## src/rtl/assert_macros.svh

```systemverilog
// Assertion macros used by the top level of the RIFF/WAVE stream parser.
// Each macro expects signals named clk and arst_n in the enclosing module.
`ifndef ASSERT_MACROS_SVH
`define ASSERT_MACROS_SVH

// The consequent must hold in the same cycle as the antecedent.
`define ASSERT_SAME(lbl, ante, cons) \
	lbl: assert property (@(posedge clk) disable iff (!arst_n) (ante) |-> (cons)) \
		else $error("assertion failed in the same cycle");

// The consequent must hold in the cycle after the antecedent.
`define ASSERT_NEXT(lbl, ante, cons) \
	lbl: assert property (@(posedge clk) disable iff (!arst_n) (ante) |=> (cons)) \
		else $error("assertion failed in the following cycle");

`endif

```

## src/rtl/rwsp_pkg.sv

```systemverilog
// Shared types and constants for the RIFF/WAVE stream parser.
// Used by the parser core, the output buffer and the top level.
package rwsp_pkg;

	localparam int unsigned TDATA_W = 216;

	localparam logic [1:0] KIND_REPORT = 2'd0;
	localparam logic [1:0] KIND_PCM    = 2'd1;
	localparam logic [1:0] KIND_DONE   = 2'd2;

	localparam logic [1:0] ST_OK          = 2'd0;
	localparam logic [1:0] ST_EARLY_END   = 2'd1;
	localparam logic [1:0] ST_FORMAT_ERR  = 2'd2;
	localparam logic [1:0] ST_UNSUPPORTED = 2'd3;

	localparam logic [31:0] ID_RIFF = 32'h4646_4952;
	localparam logic [31:0] ID_WAVE = 32'h4556_4157;
	localparam logic [31:0] ID_FMT  = 32'h2074_6D66;
	localparam logic [31:0] ID_DATA = 32'h6174_6164;

	localparam logic [31:0] FMT_CORE_BYTES = 32'd16;
	localparam logic [15:0] PCM_FORMAT     = 16'd1;
	localparam logic [15:0] PCM_CHANNELS   = 16'd2;
	localparam logic [15:0] PCM_BITS       = 16'd16;
	localparam logic [15:0] PCM_ALIGN      = 16'd4;
	localparam logic [31:0] PCM_RATE       = 32'd44100;

	typedef struct packed {
		logic [1:0]  kind;
		logic [1:0]  status;
		logic [15:0] fmt_code;
		logic [15:0] channels;
		logic [31:0] smp_rate;
		logic [31:0] bytes_per_sec;
		logic [15:0] frame_bytes;
		logic [15:0] smp_bits;
		logic [31:0] pcm_len;
		logic [31:0] pcm_start;
		logic [15:0] pcm_word;
		logic        last;
	} result_t;

endpackage

```

## src/rtl/rwsp_core.sv

```systemverilog
// Parser core of the RIFF/WAVE stream parser: header check, chunk walk,
// fmt capture and PCM word assembly. Depends on rwsp_pkg.
module rwsp_core import rwsp_pkg::*; (
	input  logic    clk,
	input  logic    arst_n,
	input  logic    in_take,
	input  logic [7:0] in_byte,
	input  logic    in_end,
	output logic    res_valid,
	output result_t res
);

	typedef enum logic [2:0] {
		PH_HEADER,
		PH_CHUNK,
		PH_FMT,
		PH_SKIP,
		PH_PCM,
		PH_IDLE
	} phase_t;

	phase_t      phase_q, phase_d;
	logic [3:0]  idx_q, idx_d;
	logic [63:0] gather_q, gather_d;
	logic [32:0] skip_q, skip_d;
	logic        fmt_seen_q, fmt_seen_d;
	logic [63:0] fmt_q, fmt_d;
	logic [63:0] rate_q, rate_d;
	logic [31:0] data_left_q, data_left_d;
	logic [31:0] pos_q, pos_d;
	logic [7:0]  low_hold_q, low_hold_d;
	logic        low_valid_q, low_valid_d;
	logic        riff_bad_q, riff_bad_d;

	logic [63:0] gath_new;
	logic [31:0] chunk_id;
	logic [31:0] chk_len;
	logic [31:0] dl_dec;
	logic        supported;

	function automatic result_t make_report(input logic [1:0] st, input logic [63:0] ff,
			input logic [63:0] rf, input logic [31:0] size, input logic [31:0] offs,
			input logic lst);
		result_t r;
		r = '0;
		r.kind          = KIND_REPORT;
		r.status        = st;
		r.fmt_code      = ff[15:0];
		r.channels      = ff[31:16];
		r.smp_rate      = ff[63:32];
		r.bytes_per_sec = rf[31:0];
		r.frame_bytes   = rf[47:32];
		r.smp_bits      = rf[63:48];
		r.pcm_len       = size;
		r.pcm_start     = offs;
		r.last          = lst;
		return r;
	endfunction

	assign gath_new   = {in_byte, gather_q[63:8]};
	assign chunk_id   = gath_new[31:0];
	assign chk_len    = gath_new[63:32];
	assign dl_dec     = data_left_q - 32'd1;
	assign supported  = (fmt_q[15:0] == PCM_FORMAT) && (fmt_q[31:16] == PCM_CHANNELS) &&
		(rate_q[63:48] == PCM_BITS) && (fmt_q[63:32] == PCM_RATE) &&
		(rate_q[47:32] == PCM_ALIGN);

	always_comb begin
		phase_d     = phase_q;
		idx_d       = idx_q;
		gather_d    = gather_q;
		skip_d      = skip_q;
		fmt_seen_d  = fmt_seen_q;
		fmt_d       = fmt_q;
		rate_d      = rate_q;
		data_left_d = data_left_q;
		pos_d       = pos_q;
		low_hold_d  = low_hold_q;
		low_valid_d = low_valid_q;
		riff_bad_d  = riff_bad_q;
		res_valid   = 1'b0;
		res         = '0;

		if (in_take && in_end) begin
			if (phase_q == PH_HEADER || phase_q == PH_CHUNK || phase_q == PH_FMT ||
					phase_q == PH_SKIP) begin
				res_valid = 1'b1;
				res = make_report(ST_EARLY_END, fmt_q, rate_q, 32'd0, 32'd0, 1'b1);
			end else if (phase_q == PH_PCM) begin
				res_valid = 1'b1;
				res.kind  = KIND_DONE;
				res.last  = 1'b1;
			end
			phase_d     = PH_HEADER;
			idx_d       = '0;
			gather_d    = '0;
			skip_d      = '0;
			fmt_seen_d  = 1'b0;
			fmt_d       = '0;
			rate_d      = '0;
			data_left_d = '0;
			pos_d       = '0;
			low_hold_d  = '0;
			low_valid_d = 1'b0;
			riff_bad_d  = 1'b0;
		end else if (in_take) begin
			pos_d    = pos_q + 32'd1;
			gather_d = gath_new;
			case (phase_q)
				PH_HEADER: begin
					if (idx_q == 4'd3)
						riff_bad_d = (gath_new[63:32] != ID_RIFF);
					if (idx_q >= 4'd11) begin
						if (riff_bad_q || gath_new[63:32] != ID_WAVE) begin
							res_valid = 1'b1;
							res = make_report(ST_FORMAT_ERR, fmt_q, rate_q, 32'd0, 32'd0, 1'b1);
							phase_d = PH_IDLE;
						end else begin
							phase_d = PH_CHUNK;
							idx_d   = '0;
						end
					end else begin
						idx_d = idx_q + 4'd1;
					end
				end
				PH_CHUNK: begin
					if (idx_q >= 4'd7) begin
						if (chunk_id == ID_FMT) begin
							if (chk_len < FMT_CORE_BYTES) begin
								res_valid = 1'b1;
								res = make_report(ST_FORMAT_ERR, fmt_q, rate_q, 32'd0, 32'd0,
									1'b1);
								phase_d = PH_IDLE;
							end else begin
								// Bytes past the 16-byte core plus the pad byte of an odd size.
								skip_d  = {1'b0, chk_len} - {1'b0, FMT_CORE_BYTES} +
									{32'd0, chk_len[0]};
								phase_d = PH_FMT;
								idx_d   = '0;
							end
						end else if (chunk_id == ID_DATA) begin
							res_valid = 1'b1;
							phase_d   = PH_IDLE;
							if (!fmt_seen_q) begin
								res = make_report(ST_FORMAT_ERR, fmt_q, rate_q, 32'd0, 32'd0,
									1'b1);
							end else if (!supported) begin
								res = make_report(ST_UNSUPPORTED, fmt_q, rate_q, chk_len,
									pos_d, 1'b1);
							end else begin
								res = make_report(ST_OK, fmt_q, rate_q, chk_len, pos_d,
									chk_len < 32'd2);
								data_left_d = chk_len;
								low_valid_d = 1'b0;
								if (chk_len >= 32'd2)
									phase_d = PH_PCM;
							end
						end else begin
							skip_d = {1'b0, chk_len} + {32'd0, chk_len[0]};
							if (chk_len == 32'd0) begin
								phase_d = PH_CHUNK;
								idx_d   = '0;
							end else begin
								phase_d = PH_SKIP;
							end
						end
					end else begin
						idx_d = idx_q + 4'd1;
					end
				end
				PH_FMT: begin
					if (idx_q == 4'd7)
						fmt_d = gath_new;
					if (idx_q >= 4'd15) begin
						rate_d     = gath_new;
						fmt_seen_d = 1'b1;
						if (skip_q == '0) begin
							phase_d = PH_CHUNK;
							idx_d   = '0;
						end else begin
							phase_d = PH_SKIP;
						end
					end else begin
						idx_d = idx_q + 4'd1;
					end
				end
				PH_SKIP: begin
					if (skip_q <= 33'd1) begin
						skip_d  = '0;
						phase_d = PH_CHUNK;
						idx_d   = '0;
					end else begin
						skip_d = skip_q - 33'd1;
					end
				end
				PH_PCM: begin
					data_left_d = dl_dec;
					if (low_valid_q) begin
						res_valid    = 1'b1;
						res.kind     = KIND_PCM;
						res.pcm_word = {in_byte, low_hold_q};
						res.last     = (dl_dec < 32'd2);
						low_valid_d  = 1'b0;
						if (dl_dec < 32'd2)
							phase_d = PH_IDLE;
					end else begin
						low_hold_d  = in_byte;
						low_valid_d = 1'b1;
					end
				end
				default: begin
				end
			endcase
		end
	end

	always_ff @(posedge clk or negedge arst_n) begin
		if (!arst_n) begin
			phase_q     <= PH_HEADER;
			idx_q       <= '0;
			gather_q    <= '0;
			skip_q      <= '0;
			fmt_seen_q  <= 1'b0;
			fmt_q       <= '0;
			rate_q      <= '0;
			data_left_q <= '0;
			pos_q       <= '0;
			low_hold_q  <= '0;
			low_valid_q <= 1'b0;
			riff_bad_q  <= 1'b0;
		end else begin
			phase_q     <= phase_d;
			idx_q       <= idx_d;
			gather_q    <= gather_d;
			skip_q      <= skip_d;
			fmt_seen_q  <= fmt_seen_d;
			fmt_q       <= fmt_d;
			rate_q      <= rate_d;
			data_left_q <= data_left_d;
			pos_q       <= pos_d;
			low_hold_q  <= low_hold_d;
			low_valid_q <= low_valid_d;
			riff_bad_q  <= riff_bad_d;
		end
	end

endmodule

```

## src/rtl/rwsp_out_buf.sv

```systemverilog
// Output register with a skid stage for the RIFF/WAVE stream parser.
// Holds up to two results so the input side keeps full rate while the output is ready. Depends on rwsp_pkg.
module rwsp_out_buf import rwsp_pkg::*; (
	input  logic    clk,
	input  logic    arst_n,
	input  logic    push,
	input  result_t push_data,
	output logic    full,
	output logic    out_valid,
	input  logic    out_ready,
	output result_t out_data
);

	logic    main_valid_q;
	logic    skid_valid_q;
	result_t main_q;
	result_t skid_q;

	assign full      = skid_valid_q;
	assign out_valid = main_valid_q;
	assign out_data  = main_q;

	always_ff @(posedge clk or negedge arst_n) begin
		if (!arst_n) begin
			main_valid_q <= 1'b0;
			skid_valid_q <= 1'b0;
		end else if (main_valid_q && out_ready) begin
			if (skid_valid_q) begin
				skid_valid_q <= 1'b0;
			end else begin
				main_valid_q <= push;
			end
		end else if (!main_valid_q) begin
			main_valid_q <= push;
		end else if (push) begin
			skid_valid_q <= 1'b1;
		end
	end

	always_ff @(posedge clk) begin
		if (main_valid_q && out_ready) begin
			main_q <= skid_valid_q ? skid_q : push_data;
		end else if (!main_valid_q) begin
			main_q <= push_data;
		end else if (push) begin
			skid_q <= push_data;
		end
	end

endmodule

```

## src/rtl/riff_wave_stream_parser.sv

```systemverilog
// RIFF/WAVE stream parser top level: one file byte per transfer in, header
// reports and 16-bit PCM words out. Each result is formed combinationally
// from the accepted byte and registered in the output buffer; throughput is
// one byte per cycle while the output buffer is not full. A two-entry output
// buffer absorbs output stall, and s_tready drops when both entries are in use.
// The asynchronous active-low reset returns the parser to expecting a RIFF header with all state cleared.
`include "assert_macros.svh"

module riff_wave_stream_parser import rwsp_pkg::*; (
	input  logic               clk,
	input  logic               arst_n,
	input  logic               s_tvalid,
	output logic               s_tready,
	input  logic [7:0]         s_tdata,   // data_byte[7:0]
	input  logic               s_tlast,   // stream_end
	output logic               m_tvalid,
	input  logic               m_tready,
	output logic [TDATA_W-1:0] m_tdata,   // status, fmt_code, channels, smp_rate,
	                                      // bytes_per_sec, frame_bytes, smp_bits,
	                                      // pcm_len, pcm_start, pcm_word, zero pad
	output logic [1:0]         m_tuser,   // kind
	output logic               m_tlast    // last
);

	logic    take;
	logic    res_valid;
	result_t res;
	logic    buf_full;
	result_t out_res;

	assign s_tready = !buf_full;
	assign take     = s_tvalid && s_tready;

	rwsp_core u_core (
		.clk       (clk),
		.arst_n    (arst_n),
		.in_take   (take),
		.in_byte   (s_tdata),
		.in_end    (s_tlast),
		.res_valid (res_valid),
		.res       (res)
	);

	rwsp_out_buf u_out_buf (
		.clk       (clk),
		.arst_n    (arst_n),
		.push      (res_valid),
		.push_data (res),
		.full      (buf_full),
		.out_valid (m_tvalid),
		.out_ready (m_tready),
		.out_data  (out_res)
	);

	assign m_tdata = {6'd0, out_res.pcm_word, out_res.pcm_start, out_res.pcm_len,
		out_res.smp_bits, out_res.frame_bytes, out_res.bytes_per_sec,
		out_res.smp_rate, out_res.channels, out_res.fmt_code, out_res.status};
	assign m_tuser = out_res.kind;
	assign m_tlast = out_res.last;

	// A result only comes from an accepted byte.
	`ASSERT_SAME(a_res_needs_take, res_valid, take)
	// The skid stage is never loaded while the output register is empty.
	`ASSERT_SAME(a_skid_behind_main, buf_full, m_tvalid)
	// Draining a full buffer leaves the output register occupied.
	`ASSERT_NEXT(a_drain_keeps_main, buf_full && m_tready, m_tvalid && !buf_full)
	// A done result always closes the file.
	`ASSERT_SAME(a_done_is_last, m_tvalid && m_tuser == KIND_DONE, m_tlast)

endmodule
```

## config.mk

```make
export PLATFORM = sky130hd
export DESIGN_NAME = riff_wave_stream_parser
export DESIGN_NICKNAME = d
export VERILOG_FILES = /design/src/rtl/rwsp_pkg.sv /design/src/rtl/rwsp_core.sv /design/src/rtl/rwsp_out_buf.sv /design/src/rtl/riff_wave_stream_parser.sv
export VERILOG_INCLUDE_DIRS = /design/src /design/src/rtl
export SDC_FILE = /design/constraint.sdc
export NUM_CORES = 1
export LEC_CHECK = 0
export ABC_CLOCK_PERIOD_IN_PS = 23200
export CORE_ASPECT_RATIO = 0.75
export CORE_MARGIN = 5
export CORE_UTILIZATION = 30
export CTS_CLUSTER_SIZE = 30
export DETAILED_ROUTE_END_ITERATION = 8
export DONT_BUFFER_PORTS = 1
export GPL_TIMING_DRIVEN = 0
export SKIP_LAST_GASP = 1
export SLEW_MARGIN = 20
export SYNTH_ARGS = -nofsm -noshare
export SYNTH_HDL_FRONTEND = slang
export SYNTH_SLANG_ARGS = --single-unit
```

## constraint.sdc

```tcl
create_clock -name clk -period 23.2 [get_ports clk]
set_clock_uncertainty 0.1 [all_clocks]
set_input_delay 4.64 -clock clk [delete_from_list [all_inputs] [get_ports clk]]
set_output_delay 4.64 -clock clk [all_outputs]
set_load 0.03 [all_outputs]
```

==> flow_metrics.tcl <==
set metrics [dict create \
    cp.required_ps 23450 \
    r2r_setup_slack_ps 18680 \
    cp_cell_sequence "clkbuf_1 > nor3b_2 > and3_1 > clkbuf_1 > o22ai_1 > and2_1 > nor2_4 > buf_16 > buf_12 > buf_12 > buf_12" \
    die_h_um 297 \
    r2r_end "u_out_buf.skid_q[163]" \
    grt_pass1_vias 22988 \
    cts_resized 0 \
    synth_cell_types 85 \
    path_class "in -> reg" \
    syn_inst 2974 \
    grt_max_degree 302 \
    cts_tree "yes" \
    syn_avg_cell_area_sq_um 11.1 \
    ant_nets 0 \
    grt-ovfl-total 0 \
    antenna_found_initial 2 \
    yosys_warnings 0 \
    firstDrtPassIters 5 \
    crit_end "u_out_buf.skid_q[163]" \
    ys.flop_type "edfxtp_1" \
    cts_made_buffers 77 \
    rsz0062_at_grt "false" \
    grt_pass1_wl_um 158000 \
    p_switching_uw 1790 \
    cts_max_path_buffers 3 \
    synth.area.top_cells "edfxtp_1 39%, dfrtp_1 23%, nand2_1 5.4%" \
    synth_commonest_cells "479 x nand2_1, 426 x edfxtp_1, 301 x dfrtp_1" \
    port_buffers 0 \
    yosysTopAreaCell "edfxtp_1" \
    num_io_pins 234 \
    fp.coreArea_sq_um 109000 \
    pwr-share-clk 0.275 \
    num-nets-final 3092 \
    tritoncts_num_sinks 727 \
    fmax_mhz 121 \
    wirelength_um 108000 \
    cts.hold.buffers_added 0 \
    timing.hold.ws_ps 386 \
    vdd_drop_max_mv 0.0659 \
    drive_gt1_frac 0.0967 \
    hold_class "reg -> reg" \
    path_common_cell "buf_12" \
    async_flop_share 0.414 \
    setup_viol 0 \
    crit_start "s_tlast" \
    p_int_uw 2710 \
    power_switching_share 0.398 \
    synth_top_area_share 0.387 \
    slowest_delay_ps 770 \
    syn_area_sq_um 33000 \
    cp_slowest_cell "nor3b_2" \
    insertion_delay_ps 680 \
    synth-edff-count 426 \
    min_period_ps 8230 \
    power_frac_seq 0.499 \
    cap_violations 0 \
    cts_root_buffer "clkbuf_16" \
    design.die.area_sq_um 117000 \
    clkTransAtPathRegs_ps 60 \
    status "finished clean" \
    post_drt_wl_per_cell_um 23.6 \
    relSlewSlack 0.165 \
    path_max_fanout 26 \
    reg2reg_depth 11 \
    yosysSeqAreaShare 0.615 \
    tightest_slew_ps 1250 \
    maxSlewViolCount 0 \
    grt_use_total 0.180 \
    gp_congestion 0.913 \
    endpoint_kind "flip-flop" \
    hold_viol 0 \
    drtIter0Drc 2712 \
    dp.final_hpwl_um 76800 \
    postCtsSetupRepairBufs 0 \
    power_uw 4500 \
    power_leakage_uw 0.0156 \
    cp.arrival_ps 8490 \
    power.density_nw_per_um2 119 \
    r2r_start "u_core.gather_q[59]" \
    vias 24136 \
    initial_core_util 0.302 \
    pwr-share-comb 0.226 \
    period_share 0.355 \
    cts_max_level 3 \
    synth_seq_cells 727 \
    syn2layout_area_growth_pct 14.2 \
    routed_via_density 5.27 \
    die_w_um 393 \
    synth_most_common_cell "nand2_1" \
    drc 0 \
    start_kind "input port" \
    placementRows 105 \
]
## logic make-up (layout without fill, tap and decap cells)
| family | Yosys count | in the layout | synth area share |
|---|---|---|---|
| simple gates | 1181 | 1181 | 0.187 |
| compound gates | 742 | 742 | 0.143 |
| flops | 727 | 727 | 0.615 |
| buf+inv | 240 | 395 | 0.0313 |
| xor+xnor | 61 | 61 | 0.0162 |
| mux | 13 | 13 | 0.00409 |
| fa+ha+maj | 9 | 9 | 0.00341 |
| other cells | 1 | 7 | 0.000114 |
## cell type report
cell class / count / area [sq um]
Sequential cell: 727 / 20300
Clock buffer: 105 / 2170
Timing Repair Buffer: 12 / 293
Antenna cell: 1 / 2.50
Buffer: 211 / 937
Multi-Input combinational cell: 2012 / 11700
Inverter: 29 / 109
Fill cell: 10890 / 71600
Tap cell: 1444 / 1810
Clock inverter: 38 / 347
## routing by layer
metal  GRT usage  wire [um]  vias to the layer above
li1            -          -                    10953
met1       0.260      49000                    11943
met2       0.263      46700                     1049
met3      0.0511       9630                      191
met4      0.0511       2910                        0
met5           0          0                        -
## registers in the layout, indices dropped and copies added, names as in the netlist, 3 cells and up
register,flops
u_core.pos_q,32
u_core.skip_q,33
u_core.idx_q,4
u_out_buf.out_data,213
u_core.fmt_q,64
u_core.low_hold_q,8
u_core.gather_q,56
u_core.data_left_q,32
u_core.rate_q,64
u_core.phase_q,3
u_out_buf.skid_q,213
## worst min path at each step
stage,from,end,slack [ps],cells after the start
finish,u_core.riff_bad_q,u_core.riff_bad_q,390,2
global route,u_core.riff_bad_q,u_core.riff_bad_q,400,2
CTS,u_core.riff_bad_q,u_core.riff_bad_q,380,2
detailed placement,u_core.riff_bad_q,u_core.riff_bad_q,360,2
global placement,u_core.riff_bad_q,u_core.riff_bad_q,370,2
floorplan,u_core.riff_bad_q,u_core.riff_bad_q,340,2
## per-stage QoR
step	setup slack (ps)	std cells	setup TNS (ps)	area, sq um	utilization
2_1_floorplan	5820	2979	0	33100	-
3_3_place_gp	-7260	4423	-1534950	34900	0.319
3_5_place_dp	14300	4435	0	35200	0.322
4_1_cts	14960	4578	0	37700	0.345
5_1_grt	14800	4578	0	37700	0.345
6_report	14970	4579	0	37700	0.345
## power by group through the flow
stage	Combinational, uW	Clock, uW	Sequential, uW
after global placement	974	0	2340
final	1020	1240	2250
after CTS	1000	1270	2260
after floorplan	675	0	2210
after global routing	1100	1320	2280
after detailed placement	1000	0	2280
## worst max-delay path, delay by kind of cell
| family | cells | cell delay (ps) |
|---|---|---|
| compound gates | 1 | 160 |
| buf+inv | 6 | 1750 |
| simple gates | 4 | 1860 |
## layout by cell type (no fill, tap or decap), types with 8 or more instances in the layout
cell type / instances
buf_6: 11
xnor2_1: 41
o21ai_0: 228
ha_1: 9
o211ai_1: 14
nor4_1: 57
nor4b_1: 15
dfrtp_1: 301
or3_1: 21
inv_1: 28
nand2_1: 478
and2_1: 81
o22ai_1: 13
a21oi_1: 133
nand2b_1: 12
xor2_1: 20
a22o_1: 10
a31oi_1: 13
o21ai_1: 16
a21o_1: 215
buf_4: 8
clkbuf_1: 186
nor3_1: 64
nor4bb_1: 8
nor2b_1: 10
and3_1: 30
nor2_1: 144
clkbuf_2: 9
and2_4: 100
clkinv_2: 17
buf_1: 10
edfxtp_1: 426
or4_1: 19
clkbuf_16: 80
mux2i_1: 9
and4_1: 8
nand3_1: 44
nand4_1: 45
o31ai_1: 33
No activity file was read; power rests on OpenSTA's default activity.
